[src/rtl/core/tods_pkg.sv]
`timescale 1ns / 1ps
// Shared types, codes and constant arithmetic for the time-of-day sync counter.
package tods_pkg;

  // Item modes
  typedef enum logic [2:0] {
    MODE_TICK = 3'd0,
    MODE_SYNC = 3'd1,
    MODE_HOST = 3'd2,
    MODE_READ = 3'd3,
    MODE_SET  = 3'd4
  } mode_t;

  // Result status codes
  typedef enum logic [1:0] {
    ST_NONE      = 2'd0,
    ST_CORRECTED = 2'd1,
    ST_BELOW     = 2'd2,
    ST_NO_SYNC   = 2'd3
  } status_t;

  localparam logic [19:0] MICROS_MAX  = 20'd999999;
  localparam logic [19:0] THR_RESET   = 20'd500;
  localparam logic [10:0] HALF_LAST   = 11'd1999;
  localparam logic [10:0] MS_PER_S    = 11'd1000;
  localparam logic [9:0]  HALF_MS_US  = 10'd500;
  // ceil(2^30 / 1000): exact floor(x / 1000) for any 20-bit x
  localparam logic [40:0] RECIP_1000  = 41'd1073742;

  // Input word after the split stages: microseconds as milliseconds + remainder
  typedef struct packed {
    logic [2:0]  mode;
    logic [31:0] seconds;
    logic [9:0]  ms;
    logic [9:0]  rem;
  } item_t;

  // Correction threshold, split the same way
  typedef struct packed {
    logic [10:0] ms;
    logic [9:0]  rem;
  } thr_t;

  // Time and status after one word's step
  typedef struct packed {
    logic [31:0] seconds;
    logic [10:0] half;
    status_t     status;
  } res_t;

  // Quotient of a 20-bit value by 1000
  function automatic logic [10:0] div1000(input logic [19:0] x);
    logic [40:0] p;
    p = {21'b0, x} * RECIP_1000;
    return p[40:30];
  endfunction

  // Product of a quotient and 1000 by shift and subtract
  function automatic logic [19:0] times1000(input logic [10:0] q);
    logic [20:0] t;
    t = {q, 10'b0} - {6'b0, q, 4'b0} - {7'b0, q, 3'b0};
    return t[19:0];
  endfunction

endpackage

[src/rtl/core/time_of_day_sync_counter.sv]
`timescale 1ns / 1ps
// Time-of-day counter with host offset sync: top level.
// A word passes through the input stage, the split stage and the result register to out_valid.
// Throughput: one word per cycle while out is not held stalled; the state update in tods_core is combinational.
// A stalled output freezes the whole pipeline; in_stall rises only while out is held.
// Reset (synchronous, rst_n low): time, sync latch and pending flag clear; threshold is 500 us.
module time_of_day_sync_counter import tods_pkg::*; (
  input  logic        clk,
  input  logic        rst_n,
  input  logic        in_valid,
  output logic        in_stall,
  input  logic [2:0]  in_mode,
  input  logic [31:0] in_host_seconds,
  input  logic [19:0] in_host_micros,
  output logic        out_valid,
  input  logic        out_stall,
  output logic [31:0] out_now_seconds,
  output logic [19:0] out_now_micros,
  output logic [1:0]  out_status,
  input  logic        cfg_valid,
  output logic        cfg_ready,
  input  logic [19:0] cfg_correction_threshold_us
);

  logic        adv;
  logic        s2_valid;
  item_t       s2_item;
  thr_t        thr;
  res_t        res;
  logic        out_valid_r;
  logic [31:0] out_seconds_r;
  logic [10:0] out_half_r;
  status_t     out_status_r;
  logic [20:0] micros_w;

  // Advance unless a result waits on a stalled output
  assign adv      = !(out_valid_r && out_stall);
  assign in_stall = !adv;
  assign cfg_ready = 1'b1;

  tods_thresh u_thresh (
    .clk      (clk),
    .rst_n    (rst_n),
    .cfg_we   (cfg_valid && cfg_ready),
    .cfg_data (cfg_correction_threshold_us),
    .thr      (thr)
  );

  tods_split u_split (
    .clk             (clk),
    .rst_n           (rst_n),
    .adv             (adv),
    .in_valid        (in_valid),
    .in_mode         (in_mode),
    .in_host_seconds (in_host_seconds),
    .in_host_micros  (in_host_micros),
    .s2_valid        (s2_valid),
    .s2_item         (s2_item)
  );

  tods_core u_core (
    .clk    (clk),
    .rst_n  (rst_n),
    .commit (adv && s2_valid),
    .item   (s2_item),
    .thr    (thr),
    .res    (res)
  );

  // Result register
  always_ff @(posedge clk) begin
    if (!rst_n) begin
      out_valid_r <= 1'b0;
    end else if (adv) begin
      out_valid_r <= s2_valid;
    end
  end

  always_ff @(posedge clk) begin
    if (adv && s2_valid) begin
      out_seconds_r <= res.seconds;
      out_half_r    <= res.half;
      out_status_r  <= res.status;
    end
  end

  // Half-millisecond count times 500
  assign micros_w = {1'b0, out_half_r, 9'b0} - {7'b0, out_half_r, 3'b0}
                  - {8'b0, out_half_r, 2'b0};

  assign out_valid       = out_valid_r;
  assign out_now_seconds = out_seconds_r;
  assign out_now_micros  = micros_w[19:0];
  assign out_status      = out_status_r;

  // Half-ms count stays in range on every result
  a_half_range: assert property (@(posedge clk) disable iff (!rst_n)
    out_valid_r |-> out_half_r <= HALF_LAST)
    else $error("half-ms count out of range");

  // Only a host timestamp reports a non-zero status
  a_status_mode: assert property (@(posedge clk) disable iff (!rst_n)
    (adv && s2_valid && (s2_item.mode != MODE_HOST)) |=> out_status_r == ST_NONE)
    else $error("non-zero status for a word other than host timestamp");

  // A correction reloads the counter on a whole millisecond
  a_corr_even: assert property (@(posedge clk) disable iff (!rst_n)
    (out_valid_r && (out_status_r == ST_CORRECTED)) |-> !out_half_r[0])
    else $error("corrected time not on a millisecond boundary");

endmodule

[src/rtl/core/tods_thresh.sv]
`timescale 1ns / 1ps
// Correction threshold register, kept split into milliseconds and remainder.
module tods_thresh import tods_pkg::*; (
  input  logic        clk,
  input  logic        rst_n,
  input  logic        cfg_we,
  input  logic [19:0] cfg_data,
  output thr_t        thr
);

  logic [19:0] raw_r;
  logic [10:0] ms_r;
  logic [9:0]  rem_r;
  logic [19:0] rem_nxt;

  // Remainder is taken from the registered quotient, so it settles in the cycle after the quotient
  assign rem_nxt = raw_r - times1000(ms_r);

  // Capture a write and split it
  always_ff @(posedge clk) begin
    if (!rst_n) begin
      raw_r <= THR_RESET;
      ms_r  <= '0;
      rem_r <= THR_RESET[9:0];
    end else begin
      if (cfg_we) begin
        raw_r <= cfg_data;
        ms_r  <= div1000(cfg_data);
      end
      rem_r <= rem_nxt[9:0];
    end
  end

  assign thr.ms  = ms_r;
  assign thr.rem = rem_r;

endmodule

[src/rtl/core/tods_split.sv]
`timescale 1ns / 1ps
// Input register and front stages: clamp microseconds, split into ms and remainder.
module tods_split import tods_pkg::*; (
  input  logic        clk,
  input  logic        rst_n,
  input  logic        adv,
  input  logic        in_valid,
  input  logic [2:0]  in_mode,
  input  logic [31:0] in_host_seconds,
  input  logic [19:0] in_host_micros,
  output logic        s2_valid,
  output item_t       s2_item
);

  logic        s1_valid_r;
  logic [2:0]  s1_mode_r;
  logic [31:0] s1_sec_r;
  logic [19:0] s1_us_r;
  logic [9:0]  s1_ms_r;
  logic [19:0] us_clamp;
  logic [10:0] ms_nxt;
  logic        s2_valid_r;
  item_t       s2_item_r;
  logic [19:0] rem_nxt;

  // Clamp microseconds and take the millisecond quotient
  assign us_clamp = (in_host_micros > MICROS_MAX) ? MICROS_MAX : in_host_micros;
  assign ms_nxt   = div1000(us_clamp);

  // Remainder below one millisecond
  assign rem_nxt = s1_us_r - times1000({1'b0, s1_ms_r});

  // Valid bits move only when the pipeline advances
  always_ff @(posedge clk) begin
    if (!rst_n) begin
      s1_valid_r <= 1'b0;
      s2_valid_r <= 1'b0;
    end else if (adv) begin
      s1_valid_r <= in_valid;
      s2_valid_r <= s1_valid_r;
    end
  end

  // Payload stages
  always_ff @(posedge clk) begin
    if (adv) begin
      s1_mode_r         <= in_mode;
      s1_sec_r          <= in_host_seconds;
      s1_us_r           <= us_clamp;
      s1_ms_r           <= ms_nxt[9:0];
      s2_item_r.mode    <= s1_mode_r;
      s2_item_r.seconds <= s1_sec_r;
      s2_item_r.ms      <= s1_ms_r;
      s2_item_r.rem     <= rem_nxt[9:0];
    end
  end

  assign s2_valid = s2_valid_r;
  assign s2_item  = s2_item_r;

endmodule

[src/rtl/core/tods_core.sv]
`timescale 1ns / 1ps
// Time-of-day state and the per-word update: tick, sync latch, correction, set.
module tods_core import tods_pkg::*; (
  input  logic  clk,
  input  logic  rst_n,
  input  logic  commit,
  input  item_t item,
  input  thr_t  thr,
  output res_t  res
);

  logic [31:0] sec_r, sec_nxt;
  logic [10:0] half_r, half_nxt;
  logic [31:0] sync_sec_r, sync_sec_nxt;
  logic [10:0] sync_half_r, sync_half_nxt;
  logic        sync_wait_r, sync_wait_nxt;
  status_t     status;

  logic [9:0]  sm;
  logic        br1;
  logic [9:0]  dr;
  logic [10:0] sub_sm;
  logic        borrow;
  logic [10:0] dm_w;
  logic [9:0]  dm;
  logic [31:0] dsec;
  logic        below;
  logic [10:0] odd_add;
  logic        c2;
  logic [10:0] ms_tot;
  logic        carry;
  logic [10:0] ms_new;
  logic [31:0] sec_sum;

  // Offset host minus latched time, in ms + remainder, with borrows
  always_comb begin
    sm      = sync_half_r[10:1];
    br1     = sync_half_r[0] && (item.rem < HALF_MS_US);
    if (!sync_half_r[0]) begin
      dr = item.rem;
    end else if (br1) begin
      dr = item.rem + HALF_MS_US;
    end else begin
      dr = item.rem - HALF_MS_US;
    end
    sub_sm  = {1'b0, sm} + {10'b0, br1};
    borrow  = {1'b0, item.ms} < sub_sm;
    dm_w    = borrow ? ({1'b0, item.ms} + MS_PER_S - sub_sm) : ({1'b0, item.ms} - sub_sm);
    dm      = dm_w[9:0];
    dsec    = item.seconds - sync_sec_r - {31'b0, borrow};
    below   = (dsec == 32'd0) &&
              (({1'b0, dm} < thr.ms) || (({1'b0, dm} == thr.ms) && (dr < thr.rem)));
  end

  // Add the offset to the current time, carrying into milliseconds and into seconds
  always_comb begin
    odd_add = (half_r[0] ? {1'b0, HALF_MS_US} : 11'd0) + {1'b0, dr};
    c2      = odd_add >= MS_PER_S;
    ms_tot  = {1'b0, half_r[10:1]} + {1'b0, dm} + {10'b0, c2};
    carry   = ms_tot >= MS_PER_S;
    ms_new  = carry ? (ms_tot - MS_PER_S) : ms_tot;
    sec_sum = sec_r + dsec + {31'b0, carry};
  end

  // Decode the mode and pick next state
  always_comb begin
    sec_nxt       = sec_r;
    half_nxt      = half_r;
    sync_sec_nxt  = sync_sec_r;
    sync_half_nxt = sync_half_r;
    sync_wait_nxt = sync_wait_r;
    status        = ST_NONE;
    unique case (item.mode)
      MODE_TICK: begin
        if (half_r >= HALF_LAST) begin
          half_nxt = '0;
          sec_nxt  = sec_r + 32'd1;
        end else begin
          half_nxt = half_r + 11'd1;
        end
      end
      MODE_SYNC: begin
        sync_sec_nxt  = sec_r;
        sync_half_nxt = half_r;
        sync_wait_nxt = 1'b1;
      end
      MODE_HOST: begin
        if (!sync_wait_r) begin
          status = ST_NO_SYNC;
        end else begin
          sync_wait_nxt = 1'b0;
          if (below) begin
            status = ST_BELOW;
          end else begin
            sec_nxt  = sec_sum;
            half_nxt = {ms_new[9:0], 1'b0};
            status   = ST_CORRECTED;
          end
        end
      end
      MODE_SET: begin
        sec_nxt  = item.seconds;
        half_nxt = {item.ms, 1'b0};
      end
      MODE_READ: ;
      // unused codes behave as a read
      default: ;
    endcase
  end

  // Commit state when a word leaves for the result register
  always_ff @(posedge clk) begin
    if (!rst_n) begin
      sec_r       <= '0;
      half_r      <= '0;
      sync_sec_r  <= '0;
      sync_half_r <= '0;
      sync_wait_r <= 1'b0;
    end else if (commit) begin
      sec_r       <= sec_nxt;
      half_r      <= half_nxt;
      sync_sec_r  <= sync_sec_nxt;
      sync_half_r <= sync_half_nxt;
      sync_wait_r <= sync_wait_nxt;
    end
  end

  assign res.seconds = sec_nxt;
  assign res.half    = half_nxt;
  assign res.status  = status;

endmodule

[config.mk]
export PLATFORM = sky130hd
export DESIGN_NAME = time_of_day_sync_counter
export DESIGN_NICKNAME = d
export VERILOG_FILES = /design/src/rtl/core/tods_pkg.sv /design/src/rtl/core/time_of_day_sync_counter.sv /design/src/rtl/core/tods_thresh.sv /design/src/rtl/core/tods_split.sv /design/src/rtl/core/tods_core.sv
export SDC_FILE = /design/constraint.sdc
export NUM_CORES = 2
export LEC_CHECK = 0
export BUFFER_PORTS_ARGS = -buffer_cell sky130_fd_sc_hd__buf_2
export CORE_MARGIN = 2
export CORE_UTILIZATION = 60
export CTS_BUF_LIST = sky130_fd_sc_hd__clkbuf_8
export DETAILED_ROUTE_END_ITERATION = 7
export PLACE_DENSITY = 0.78
export SLEW_MARGIN = 20
export SYNTH_ARGS = -nofsm -noshare
export SYNTH_HDL_FRONTEND = slang
export SYNTH_SLANG_ARGS = --single-unit
[constraint.sdc]
create_clock -name clk -period 12.39 [get_ports clk]
set_input_delay 0.6195 -clock clk [delete_from_list [all_inputs] [get_ports clk]]
set_output_delay 0.6195 -clock clk [all_outputs]
set_load 0.02 [all_outputs]
# Word level (Yosys, flattened, before mapping)
# Index checks and enable logic that the tools add are counted.
# word_totals
input_bits	80
wordCells	89
reg_bits	276
# op_classes
n_lt_le_gt_ge	8
addsub	24
n_eq_ne	4
mul	2
n_reduce_logical	12
n_mux	17
# ops
operator	n
$mux W32	3
$pmux W32 S3	1
$sub A10 B10 Y10	6
$mul A20 B20 Y40 const B	1
$mux W10	4
$mul A20 B20 Y39 const B	1
$mux W11	3
$pmux W11 S3	1
$add A32 B1 Y32	1
$add A32 B1 Y32 const B	1
$add A32 B32 Y32	1
$logic_not A32 Y1	1
$sub A32 B1 Y32	1
$sub A32 B32 Y32	1
$ge A11 B10 Y1 const B	2
$lt A10 B11 Y1	2
$gt A20 B20 Y1 const B	1
$mux W20	1
$sub A1 B10 Y10 const A	2
$sub A20 B13 Y20	1
$sub A20 B14 Y20	1
$add A10 B1 Y11	1
$add A10 B10 Y11	1
$add A11 B1 Y11	1
22 further kinds	28

# Logic depth before layout (Yosys ltp)
# depth
depth_word	12
ltp_mapped	47
mapped_depth_nobuf	46

# Hierarchy
# A second synthesis with hierarchy kept.
# unflattened
cells_unflattened	3468
area_unflattened_um2	31330.0
# modules_own_cells
module	area_each_um2	cells_per_inst	n_inst
tods_core	12826.1	1817	1
tods_split	9361.5	771	1
tods_thresh	6606.3	680	1
time_of_day_sync_counter	2536.2	200	1

# Worst setup path after synthesis
# OpenSTA, ideal clock, no wires.
# synth_path
kind	register to register
from	register u_split.s2_item_r, in the netlist u_split.s2_item[2]
to	register out_seconds_r[20], in the netlist out_now_seconds[20], data pin
setup_slack_ns	3.264
arrival_time_ns	8.870
n_path_buf	0
path_stages_with_launch	46
period_less_slack_ns	9.126
path_cell_list	edfxtp_1 inv_1 ha_1 nand2b_1 nor2_1 nand2_1 nand2_1 inv_1 ha_1 ha_1 xor2_1 inv_1 ha_1 nand3b_1 a21oi_1 o21ai_0 a21oi_1 o21ai_0 [10 not listed] a21o_1 xnor2_1 nor2_1 a21oi_1 inv_1 fa_1 fa_1 a21oi_1 o21ai_0 a31o_2 a31o_2 a21bo_2 a21oi_1 o21bai_1 a21oi_1 xor2_1 a21oi_1 o22a_1
# synth_rtl
element	line_no	text
from (decl)	tods_split.sv:23	item_t s2_item_r;
to (signal assigned)	time_of_day_sync_counter.sv:81	out_seconds_r <= res.seconds;
to (decl)	time_of_day_sync_counter.sv:31	logic [31:0] out_seconds_r;

==> run_results.csv <==
group,metric,value,unit
route,drt_iter0_markers,1900,
yosys,syn_inst,3412,
sta,hold_violations,0,
power,swShare,44.56,%
yosys,synth-async-reset-ratio,0,%
sta,tightest_slew,1.223,ns
clock_tree,insertion_delay,0.67,ns
route,ant_nets,0,
placed_design,place_congestion,0.9792,
clock_tree,cts_max_level,2,
worst_setup_path,worstSetupEndpointType,"flop",
floorplanning,die_y,231.0,um
yosys,synth-seq-cells,276,
min_path,hold_start,"in_host_seconds[22]",
yosys,syn_area,30920,um2
route,wirelength,84000,um
sta,slew_viol_final,0,
global_routing,grt_overflow,0,
yosys,ys_seq_area_share,22.88,%
finish,area_growth,7.255,%
route,drt_first_pass_iters,6,
worst_setup_path,arrival,10.74,ns
worst_setup_path,path_max_fanout,8,
sta,fin_setup_tns,0,ns
finish,final_common_cell,"inv_1",
sta,fin_crit,10.32,ns
route,drc,0,
yosys,syn_avg_cell_area,9.063,um2
worst_setup_path,r2r_cells,45,
finish,finish.utilization,64.92,%
floorplanning,die_x,231.0,um
power,p_leak,15.67,nW
sta,slew_headroom,16.34,%
route,routed_via_density,5.989,
power,powerDensity,162.3,nW/um2
sta,max_freq,96.87,MHz
outcome,status,"finished clean",
worst_setup_path,start_kind,"flop",
clock_tree,cts_resized,0,
run,cap_violations,0,
finish,drive_gt1_share,8.453,%
floorplanning,pin_count,137,
route,wl_per_cell,19.86,um
clock_tree,root_buffer,"clkbuf_8",
floorplanning,core,51090,um2
clock_tree,cts_hold_buf,0,
global_routing,grt_pass1_vias,25070,
placed_design,place_hpwl,64820,um
power,clkPwrFrac,16.6,%
global_routing,grt_util_all_layers,31.94,%
power,power.internal,0.002984,W
sta,finClkSkew,0.06780,ns
power,p_seq_share,22.3,%
finish,finalNetCount,4316,
sta,period_share,83.32,%
sta,setup_violations,0,
worst_setup_path,critPathKind,"reg -> reg",
global_routing,antenna_found_initial,0,
worst_setup_path,critPathMaxStageDelay,0.72,ns
worst_setup_path,required,12.81,ns
floorplanning,start_util,60.53,%
floorplanning,placementRows,83,
min_path,holdPathStages,1,
clock_tree,cts_tree,"yes",
finish,seqCellArea,7077,um2
placed_design,portBuffers,133,
sta,rsz0062_at_grt,"false",
finish,diodes,0,
clock_tree,cts.sinks,276,
yosys,synth-edff-count,155,
global_routing,grt_max_degree,71,
route,num_vias,25330,
clock_tree,path_clk_slew,0.06,ns
clock_tree,cts_buffers,51,
power,ir_drop,101.3,uV
worst_setup_path,path_common_cell,"a21oi_1",
clock_tree,post_cts_buffers,0,
worst_setup_path,rr_startpoint,"u_split.s2_item[2]$_DFFE_PN_",
yosys,ys.flop_type,"edfxtp_1",
worst_setup_path,critPathLaunch,"u_split.s2_item[2]$_DFFE_PN_",
yosys,ys_warn_count,0,
worst_setup_path,critical-path-slowest-cell,"o21ai_1",
finish,multiInputGateArea,21330,um2
power,power.switching,0.002398,W
min_path,hold_class,"in -> reg",
global_routing,grt_pass1_wl,134800,um
finish,fillCellCount,4375,
yosys,synth_cell_type_count,97,
power,p_comb_share,61.1,%
clock_tree,cts_buffer_depth,3,
finish,final_cell_mix,"inv_1, ha_1, nand2_1",
floorplanning,die-area,53370,um2
path summary, 6_finish.rpt:
check | end | slack [ns]
max | out_now_seconds[20]$_DFFE_PP_ | 2.07
min | u_split.s1_sec_r[22]$_DFFE_PN_ | 0.14
max reg2reg | out_now_seconds[20]$_DFFE_PP_ | 2.07
min reg2reg | u_split.s2_item[26]$_DFFE_PN_ | 0.38
synthesized netlist by cell type (all sizes together) (10+ instances only):
| cell type | count | area [um2] |
|---|---|---|
| inv | 548 | 2057 |
| ha | 530 | 6631 |
| nand2 | 248 | 933.4 |
| a21oi | 243 | 1261 |
| nor2 | 217 | 822.0 |
| fa | 197 | 3944 |
| edfxtp | 155 | 4654 |
| o21ai | 133 | 665.6 |
| dfxtp | 121 | 2422 |
| xnor2 | 96 | 840.8 |
| clkbuf | 85 | 319.1 |
| xor2 | 72 | 630.6 |
| nand3 | 68 | 345.3 |
| a21o | 58 | 435.4 |
| nor3 | 47 | 235.2 |
| a211oi | 39 | 310.3 |
| mux2i | 32 | 320.3 |
| o22ai | 31 | 200.2 |
| nand4 | 30 | 187.7 |
| buf | 29 | 177.7 |
| nand2b | 29 | 181.4 |
| o21a | 27 | 202.7 |
| a31oi | 26 | 177.7 |
| and3 | 26 | 162.7 |
| and2 | 21 | 131.4 |
| o21bai | 20 | 150.1 |
| a311oi | 19 | 204.0 |
| o211ai | 17 | 127.6 |
| o31ai | 16 | 125.1 |
| a2111oi | 15 | 200.2 |
| nor2b | 14 | 87.58 |
| nor4 | 14 | 115.1 |
| o22a | 14 | 122.6 |
| a211o | 12 | 105.1 |
| and4 | 12 | 105.1 |
| or3 | 12 | 80.08 |
| nor3b | 10 | 90.09 |
final cells by class:
type / instances / area share, %
clock inverters: 37 / 0.7205
well taps: 680 / 2.565
clock buffers: 56 / 2.324
flip-flops and latches: 276 / 21.34
multi-input cells: 2475 / 64.30
repair buffers: 157 / 2.550
inverters: 548 / 6.205
critical path: cells and delay by family (launching register included):
kind | cells | cell delay (ns)
and+or+nand+nor | 9 | 1.12
AOI/OAI and AO/OA | 21 | 4.70
adders and majority gates | 7 | 2.29
muxes | 1 | 0.44
buffers and inverters | 4 | 0.38
DFF | 1 | 0.40
xor gates and xnor gates | 3 | 0.82
registers in the layout (all words and copies together) (netlist names), 2 cells and up:
register and flops:
u_core.half_r 11, u_split.s2_item 55, u_core.sync_half_r 11, u_thresh.raw_r 10
u_split.s1_sec_r 32, out_half_r 11, out_now_seconds 32, u_split.s1_us_r 10
u_split.s1_ms_r 10, u_core.sec_r 32, u_thresh.ms_r 11, u_split.s1_mode_r 3
u_thresh.rem_r 10, u_core.sync_sec_r 32, out_status 2
per-stage QoR:
step                instance area (um2)  power [W]  worst slack (ns)  hold WS [ns]  instances
detailed placement                32150   0.004467             2.157        0.4045       4136
floorplan                         30930   0.003635             3.264        0.4003       3413
global placement                  32150   0.004395             2.274        0.4011       4136
global route                      33170   0.005931             1.378        0.1082       4229
finish                            33170   0.005382             2.067        0.1355       4229
CTS                               33160   0.005398             2.158       0.09183       4229
power by group through the flow:
stage,combinational (W),sequential [W],clock (W)
after global placement,0.00318,0.00121,0
final,0.00329,0.00120,0.000896
after floorplan,0.00246,0.00117,0
after global routing,0.00377,0.00121,0.000952
after CTS,0.00329,0.00120,0.000910
after detailed placement,0.00325,0.00122,0
kinds of logic after synthesis:
kind of cell	count (synthesis)	synth area share, %
xor+xnor	168	4.758
mux	33	1.072
flops	276	22.88
buf+inv	662	8.258
simple gates	771	11.81
compound gates	773	17.00
other cells	2	0.02428
fa+ha+maj	727	34.20
per-layer routing:
metal  vias to the layer above  wire length, um  GRT usage [%]
li1                      12070                -              -
met1                     12020            34120          40.54
met2                       987            39740          53.74
met3                       250             6309          5.389
met4                         0             3828          13.81
met5                         -                0              0
(Power assumes the default switching activity.)
